[src/rtl/pht_ram.sv]
// ----------------------------------------------------------------------------
// Generic single-port-write RAM
// One write and one read port, read data registered.
// ----------------------------------------------------------------------------
module pht_ram #(
   parameter int WIDTH = 8,
   parameter int DEPTH = 16
) (
   input  logic                     clock,
   input  logic                     wr_en,
   input  logic [$clog2(DEPTH)-1:0] wr_addr,
   input  logic [WIDTH-1:0]         wr_data,
   input  logic [$clog2(DEPTH)-1:0] rd_addr,
   output logic [WIDTH-1:0]         rd_data
);

   logic [WIDTH-1:0] mem_ff [DEPTH];
   logic [WIDTH-1:0] rd_data_ff;

   always_ff @(posedge clock) begin
      if (wr_en) begin
         mem_ff[wr_addr] <= wr_data;
      end
      rd_data_ff <= mem_ff[rd_addr];
   end

   assign rd_data = rd_data_ff;

endmodule

[config.mk]
export PLATFORM = sky130hd
export DESIGN_NAME = pht_ram
export DESIGN_NICKNAME = d
export VERILOG_FILES = /design/src/rtl/pht_ram.sv
export SDC_FILE = /design/constraint.sdc
export NUM_CORES = 1
export LEC_CHECK = 0
export BUFFER_PORTS_ARGS = -buffer_cell sky130_fd_sc_hd__buf_4
export CAP_MARGIN = 25
export CORE_ASPECT_RATIO = 1.75
export CORE_MARGIN = 2
export CORE_UTILIZATION = 55
export DETAILED_ROUTE_END_ITERATION = 7
export HOLD_SLACK_MARGIN = 0.05
export PLACE_DENSITY_LB_ADDON = 0.12
export RECOVER_POWER = 50
export SKIP_CTS_REPAIR_TIMING = 1
export SYNTH_ARGS = -nofsm -noshare
export SYNTH_HDL_FRONTEND = slang
export SYNTH_SLANG_ARGS = --single-unit
[constraint.sdc]
create_clock -name clock -period 3.9 [get_ports clock]
set_clock_uncertainty 0.1 [all_clocks]
set_input_delay 0.195 -clock clock [delete_from_list [all_inputs] [get_ports clock]]
set_output_delay 0.195 -clock clock [all_outputs]
set_load 0.02 [all_outputs]
* Yosys cells after proc, flatten, opt, wreduce, memory -nomap -nowiden *
Memory sizes are Yosys's and may differ from the RTL's. A register that Yosys moved wholly into a read port is not among the register bits.
Cells that the tools add are included.

word-level totals
  bits in registers = 0
  RAM bits = 128
  input bits = 18
  memories kept = 1

memories
  memory  depth  bits a word  rd ports  clocked after memory_dff  write ports  RTL line  source
  mem_ff  16     8            1         1                         1            17        logic [WIDTH-1:0] mem_ff [DEPTH];

cells by class
  mux-type cells = 2

operators with widths
  kind              count
  2-to-1 mux 1 bit  2

* Depth between registers and ports, before layout *
Gate-level depths: netlist of run 1.

  word-level depth = 2
  gate-level depth with buffers = 5
  depth with buffers taken out = 3

* Least setup slack after synthesis of run 1 *
OpenSTA, ideal clock, no wires.

  kind = input -> register
  from = input port wr_addr[2]
  to = memory mem_ff[0][0], enable pin
  arrival time = 1,305 ps
  required time = 3,417 ps
  path slack = 2,112 ps
  stages = 2
  buffers on the path = 0
  cell sequence = or3b_2 > nor3_1

RTL lines
  what             RTL line  source
  start, declared  11        input logic [$clog2(DEPTH)-1:0] wr_addr,
  end, declared    17

No word-level cell before the write port.

* Worst setup path in the final report of run 1 *
  from = input port wr_addr[2]
  to = memory mem_ff[1][5], enable pin

No word-level cell before the write port.

==> run summary, run 1 <==
The run finished with clean final reports. The number of max-cap violations came out at 0. The antenna violation net count after detailed routing came out at 0.

The count of buffers inserted at the top-level ports is 25. In this run, CTS created clock tree buffers numbering 17. The number of buffers and inverters on the critical path is 1. The signed area change from the synthesized netlist to the final layout is 17.7%.

Routed signal wires occupy layers up through met4. The remaining design rule violation count is 0. Clock-pin slew was measured on the worst setup and hold paths at ~0.050 ns. The first detailed-routing pass ran for 5 iterations. The die is approximately 130 um tall. The number of global-route vias before repair is 2493.

The leakage power figure came out at between 2 and 2.5 nW. For this design the top-level I/O count stands at 26. The switching power is ~650 uW. The worst-margin pin slew is slightly below 1 ns.

The worst min-delay path class is input pin to flop. The total power density per cell area is approximately 560 nW/um^2. The sort of element at the end of the critical path is a flop. Row generation in the floorplan step produced between 40 and 50 rows. The area of the core is just over 9000 sq um. At the later pin of the worst-skew pair, clock insertion delay measures around 0.4 ns. The clock passes through at most 2 buffers. The maximum clock rate came out at 634 MHz. The number of inserted diodes is 0. The worst setup path is launched from an input pin. The first global-routing pass estimated between 10 and 15 mm of wire. The detailed placer's ending HPWL is about 5.8 mm. The average detailed-routed wire length per instance is 22.4 um.

The portion of total power attributed to sequential cells is 48.6%. The largest individual stage delay along the critical path comes from the cell nor2_1. The cell internal power dissipation is around 2.7 mW. The number of warnings reported in the yosys synthesis log came out at 0.

The cell area after synthesis came out at a little over 5000 sq um. The average vias per placed instance is roughly 5.8. The detailed router put a total of ~3.7 mm of wire on met1.

The wire length after detailed routing came out at around 9 mm. The number of pins with negative max-slew slack in the final report is 0. The worst slew margin relative to its limit came out at about a third. The combinational share of power came out at about 4.8%. The number of nets handed over by synthesis was around 250. The average cell area after synthesis came out at approximately 22 sq um. The accumulated negative setup slack is 0 ns.

For this configuration, the core starts out at a cell density of 56.6%. The total congestion overflow after global routing came out at 0. Setup violations remaining at the end of the flow were counted as 0. The clock sink total is around 140.

The total count of hold-check failures in the final report came out at 0. The critical path goes through buf_4 > or3b_2 > nor2_1. The critical path is of the input pin to flop type. Setup repair after global routing left no endpoint under its margin. After the first detailed-routing iteration, the DRC count stood at around 170. The full die area is about 10000 sq um. After layout, the worst path uses 40.5% of the clock period. Per report_power, the clock group accounts for 46.7% of the total. The smallest hold slack came out at 0.0642 ns.

The worst endpoint required time came out at ~3.8 ns. Of the synthesized area, sequential elements account for 77.8%. The tree is rooted in a clkbuf_16. For the finished layout, the period the worst path requires is about 1.6 ns. The overall global routing resource usage came out at about a fifth. In this run the horizontal extent of the chip is 77.1 um. After detailed routing, the met3 layer carries 374 um of wire. The finished layout cell area came out at 6060 sq um. Summing all placed instances gives a cell area of between 5000 and 6000 sq um. The filler cells instantiated in the layout total 649. The register bit total from synthesis came out at approximately 140. The number of antenna violations at the first check in global routing came out at 0.

In the final design database the tool counted between 200 and 300 nets. The number of unique standard cell types used by synthesis is 19. The pin count of the biggest net entering global routing came out at 33.

STA puts the critical path data arrival time at approximately 1.5 ns. TritonCTS built the clock tree. The dominant delay contributor by cell family on the critical path is simple AND/OR/NAND/NOR gates. The top fanout value on the critical path is 8. For this block, the via count after detailed routing is about 2400.

The largest single stage delay on the critical path is around 0.68 ns. The maximum level of the CTS H-tree came out at 4. The gate count after technology mapping is 229. The final weighted congestion in routability-driven placement came out at 0.729. Detailed routing placed a total of 4.96 mm of wire on met2. Of the cells placed in the final design, the portion with a size suffix greater than 1 is between 20% and 30%. Across the VDD grid, the largest voltage drop is roughly 430 uV. The final total power is between 3 and 4 mW. In this run switching power makes up between 10% and 20% of total power.
[cells in the final DEF, fill, tap and decap left out]
| master | Yosys | layout |
|---|---|---|
| nand2_1 | 9 | 9 |
| nand3_1 | 1 | 1 |
| clkbuf_1 | 0 | 14 |
| mux4_1 | 14 | 14 |
| nor3_1 | 4 | 3 |
| bufinv_16 | 0 | 3 |
| and2b_1 | 1 | 1 |
| nor2b_1 | 1 | 1 |
| buf_4 | 1 | 16 |
| a22oi_1 | 16 | 16 |
| nor3_2 | 0 | 1 |
| dlygate4sd3_1 | 0 | 8 |
| clkbuf_4 | 0 | 1 |
| edfxtp_1 | 128 | 128 |
| clkinvlp_4 | 0 | 1 |
| nor2_1 | 13 | 13 |
| mux4_2 | 18 | 18 |
| or3b_2 | 1 | 1 |
| and2_1 | 1 | 1 |
| clkinv_2 | 0 | 5 |
| clkbuf_16 | 0 | 17 |
| clkbuf_8 | 0 | 2 |
| dfxtp_1 | 8 | 8 |
| nand3b_1 | 2 | 2 |
| buf_2 | 3 | 1 |
| nand2b_1 | 2 | 2 |
[state kept, by name, summed over array words and instances, names as in the netlist]
signal   count
rd_data      8
mem_ff     128
[layout make-up]
| class | count | area [sq um] | area share [%] |
|---|---|---|---|
| clock buffers | 23 | 468 | 7.73 |
| clock inverters | 9 | 123 | 2.02 |
| multi-input cells | 83 | 1060 | 17.5 |
| flip-flops and latches | 136 | 4000 | 66.1 |
| well taps | 120 | 150 | 2.48 |
| repair buffers | 36 | 250 | 4.13 |
[metrics by stage]
step / utilization [%] / setup WS [ns] / instances
finish: 66.6 / 2.32 / 407
global placement: 59.5 / 1.80 / 365
floorplan: - / 2.11 / 229
global route: 66.6 / 2.30 / 407
detailed placement: 59.6 / 1.68 / 366
CTS: 66.1 / 2.13 / 398
[logic make-up after synthesis]
kind of cell	after synthesis	synth area share [%]
buf+inv	10	1.68
mux	32	15.0
flops	136	77.8
compound gates	16	2.33
simple gates	35	3.18
[power by group through the flow]
stage / registers, mW / logic [mW] / clock network [mW]
after global routing: 1.65 / 0.175 / 1.66
after CTS: 1.64 / 0.163 / 1.61
after detailed placement: 1.67 / 0.163 / 0
after global placement: 1.67 / 0.160 / 0
final: 1.64 / 0.162 / 1.58
after floorplan: 1.68 / 0.0829 / 0
[path summary, 6_finish.rpt]
path,startpoint,endpoint,slack (ns),cells past startpoint
setup / recovery,wr_addr[2],mem_ff[1][5]$_DFFE_PP_,2.32,3
hold / removal,wr_addr[0],mem_ff[0][4]$_DFFE_PP_,0.06,2
setup reg to reg,mem_ff[1][0]$_DFFE_PP_,rd_data[0]$_DFF_P_,2.49,3
hold reg to reg,mem_ff[8][5]$_DFFE_PP_,rd_data[5]$_DFF_P_,0.57,3
[metal layers]
layer | vias up | track usage (%)
li1 | 1067 | -
met5 | - | 0
met1 | 1228 | 24.3
met3 | 13 | 5.21
met2 | 70 | 32.7
met4 | 0 | 8.43
[Yosys cell counts]
library cell / n / share of area, %
edfxtp_1: 128 / 75
mux4_2: 18 / 7.9
a22oi_1: 16 / 2.3
mux4_1: 14 / 7.1
nor2_1: 13 / 0.95
nand2_1: 9 / 0.66
dfxtp_1: 8 / 3.1
nor3_1: 4 / 0.39
buf_2: 3 / 0.29
buf_6: 3 / 0.66
clkdlybuf4s25_2: 3 / 0.58
nand2b_1: 2 / 0.24
nand3b_1: 2 / 0.29
and2_1: 1 / 0.12
and2b_1: 1 / 0.15
buf_4: 1 / 0.15
nand3_1: 1 / 0.097
nor2b_1: 1 / 0.12
or3b_2: 1 / 0.17
No activity file was read; power rests on OpenSTA's default activity.
==> run 2: changes to the inputs <==
- clock period: 3.9 -> 1.6 ns (I/O delays scaled with it)
==> run summary, run 2 (synthesis results as in run 1) <==
The sequential standard cell area came to 4000 sq um (unchanged). The pre-CTS setup slack came out at 0.0745 ns (was 1.68 ns). The wire length of the first global-routing pass was 14.9 mm (was 14.0 mm). The count of filler cells inserted in the layout is 607 (was 649). The number of global-route vias before repair came out at 2557 (was 2493). The clock share of power was 44.6% (was 46.7%). The reg-to-reg setup timing slack came out at 0.15 ns (was 2.49 ns). The die height is 132 um (unchanged). The worst-case reg-to-reg path depth came out at 3 (unchanged). The cell internal power dissipation came out at 6.44 mW (was 2.74 mW).

The wire length after detailed routing came to 9.73 mm (was 9.13 mm). The average detailed-routed wire length per instance came out at 22.7 um (was 22.4 um). The clock-pin slew on the worst setup and hold paths came to 0.05 ns (about the same). The antenna violation net count after detailed routing came out at 0 (unchanged). The overall global routing resource usage came out at 20.8% (was 19.6%). The number of endpoints failing setup at the final stage came out at 0 (unchanged). The arrival time at the worst endpoint is 1.64 ns (was 1.50 ns). The number of inserted diodes is 0 (unchanged).

The detailed placer's ending HPWL came out at 6.39 mm (was 5.79 mm). The share of the cycle needed by the critical path after routing is 90.7%. The flip-flop count of the largest register after layout came out at 128 (unchanged). The full die area was 10200 sq um (unchanged).

The total congestion overflow after global routing is 0 (unchanged). The worst endpoint required time came to 1.79 ns (was 3.83 ns). The leakage power figure is 2.10 nW (was 2.02 nW). The post-route worst setup slack came out at 0.149 ns (was 2.32 ns). The total count of hold-check failures in the final report is 0 (unchanged). The fraction of final layout cells sized beyond drive strength 1 is 25.9% (was 23.0%). The final core utilization came out at 68.2% (was 66.6%). The clock tree root buffer cell was clkbuf_16 (unchanged). The average vias per placed instance came out at 5.82 (was 5.84). The beginning of the worst hold path is wr_addr[0] (unchanged). The most common library cell in the layout ignoring fill and taps is edfxtp_1 (unchanged).

The final weighted congestion in routability-driven placement is 0.739 (was 0.729). The number of I/O pins came out at 26 (unchanged). The element type at the critical path start is a flop (was input pin). The initial core utilization came out at 56.6% (unchanged). The footprint of the multi-input gates was 1060 sq um (unchanged). Result of the run: finished clean (unchanged).

The pin count of the biggest net entering global routing is 20 (was 33). The number of detailed-route iterations in the first pass came out at 5 (unchanged). The total CTS buffers came out at 17 (unchanged).

The accumulated negative setup slack was 0 ns (unchanged). The switching power came to 1.58 mW (was 647 uW). The total power density per cell area is 1290 nW/um^2 (was 559 nW/um^2).

The worst-margin pin slew is 0.677 ns (was 0.966 ns). The post-layout net count is 314 (was 292). The number of pins with negative max-slew slack in the final report was 0 (unchanged). The cell with the biggest individual delay on the critical path is mux4_1 (was nor2_1).

The worst min-delay path class was input pin to flop (unchanged). The smallest hold slack came out at 0.0855 ns (was 0.0642 ns). The share of total power consumed by net switching is 19.7% (was 19.1%). The remaining design rule violation count came out at 0 (unchanged). The peak supply drop is 888 uV (was 435 uV).

The number of buffers between clock root and the deepest sink came out at 2 (unchanged). The instance count along the most critical hold path was 3 (was 2). The area of the core came to 9090 sq um (unchanged). The width of the die came out at 77.1 um (unchanged). The sort of element at the end of the critical path is a flop (unchanged). Critical path, cell by cell: mux4_1 > a22oi_1 > nand2_1 (was buf_4 > or3b_2 > nor2_1). The worst slew margin relative to its limit came out at 54.8% (was 35.3%). The combinational share of power came to 5.4% (was 4.8%).

The number of max-cap violations is 0 (unchanged). Top library cells by usage in the layout, fill and taps aside: edfxtp_1 (128), buf_4 (33), mux4_2 (18) (was edfxtp_1 (128), mux4_2 (18), clkbuf_16 (17)). The top fanout value on the critical path is 1 (was 8). The number of violations reported at the end of detailed-routing iteration 0 came to 208 (was 165).

The row count came out at 46 (unchanged). The clock sink total is 136 (unchanged). The insertion delay of the later-clocked pin in the worst-skew pair was 0.41 ns (about the same). The maximum clock rate came out at 689 MHz. The most flop-heavy register was mem_ff (unchanged). The path type of the worst setup path is flop to flop (was input pin to flop). Setup repair after global routing missed its margin: false (unchanged). The count of vias placed by the detailed router came out at 2495 (was 2378). The portion of total power attributed to sequential cells came to 50.0% (was 48.6%).

The startpoint of the most critical register-to-register path is mem_ff[5][2]$_DFFE_PP_ (was mem_ff[1][0]$_DFFE_PP_). The signed area change from the synthesized netlist to the final layout is 20.5% (was 17.7%). The terminus of the critical flop-to-flop path was rd_data[2]$_DFF_P_ (was rd_data[0]$_DFF_P_).

The largest incremental delay on the critical path is 0.56 ns (was 0.68 ns). The maximum level of the CTS H-tree is 4 (unchanged). Subtracting the final worst setup slack from the clock period gives between 1 and 1.5 ns.

The number of antenna violations at the first check in global routing is 0 (unchanged). The end of the worst hold path is mem_ff[4][2]$_DFFE_PP_ (was mem_ff[0][4]$_DFFE_PP_). The TritonCTS clock tree is done (unchanged).

The count of buffers inserted at the top-level ports came out at 25 (unchanged).
==> run 2: per-layer routing <==
layer  vias up  share of wire, %  global-route usage, %
met2        72                56                   36.6
met3        11               3.7                   5.75
met1      1307                39                   24.2
met4         0               1.1                   7.74
li1       1105                 -                      -
met5         -                 0                      0
==> run 2: layout make-up <==
class | instances | area share (%)
clock buffer | 20 | 7.04
clock inverter | 12 | 1.76
multi-input combinational | 83 | 17.1
sequential | 136 | 64.6
tap | 120 | 2.42
timing repair buffer | 58 | 7.10
==> run 2: worst max path at each step <==
stage | from | to | slack [ns]
final | mem_ff[5][2]$_DFFE_PP_ | rd_data[2]$_DFF_P_ | 0.15
after global routing | mem_ff[5][2]$_DFFE_PP_ | rd_data[2]$_DFF_P_ | 0.09
after detailed placement | rd_addr[0] | rd_data[1]$_DFF_P_ | 0.07
after global placement | rd_addr[0] | rd_data[1]$_DFF_P_ | 0.08
after floorplan | wr_addr[2] | mem_ff[3][0]$_DFFE_PP_ | 0.15
after CTS | mem_ff[5][2]$_DFFE_PP_ | rd_data[2]$_DFF_P_ | 0.13
==> run 2: worst max-delay path: cells and delay by family, from the launching register on <==
| kind | cells | cell delay (ns) |
|---|---|---|
| AOI/OAI and AO/OA | 1 | 0.22 |
| DFF | 1 | 0.37 |
| muxes | 1 | 0.56 |
| and+or+nand+nor | 1 | 0.08 |
==> run 2: metrics by stage <==
step | instance area, sq um | std cells | power, mW
finish | 6200 | 429 | 8.02
global route | 6200 | 429 | 8.25
CTS | 6170 | 421 | 8.07
detailed placement | 5630 | 389 | 4.52
global placement | 5630 | 389 | 4.51
floorplan | 5150 | 229 | 4.31
==> run 2: power groups by stage <==
stage	clock network, mW	registers [mW]	logic, mW
after floorplan	0	4.10	0.202
after global placement	0	4.08	0.426
after detailed placement	0	4.08	0.436
after CTS	3.62	4.01	0.440
after global routing	3.77	4.02	0.469
final	3.57	4.01	0.436
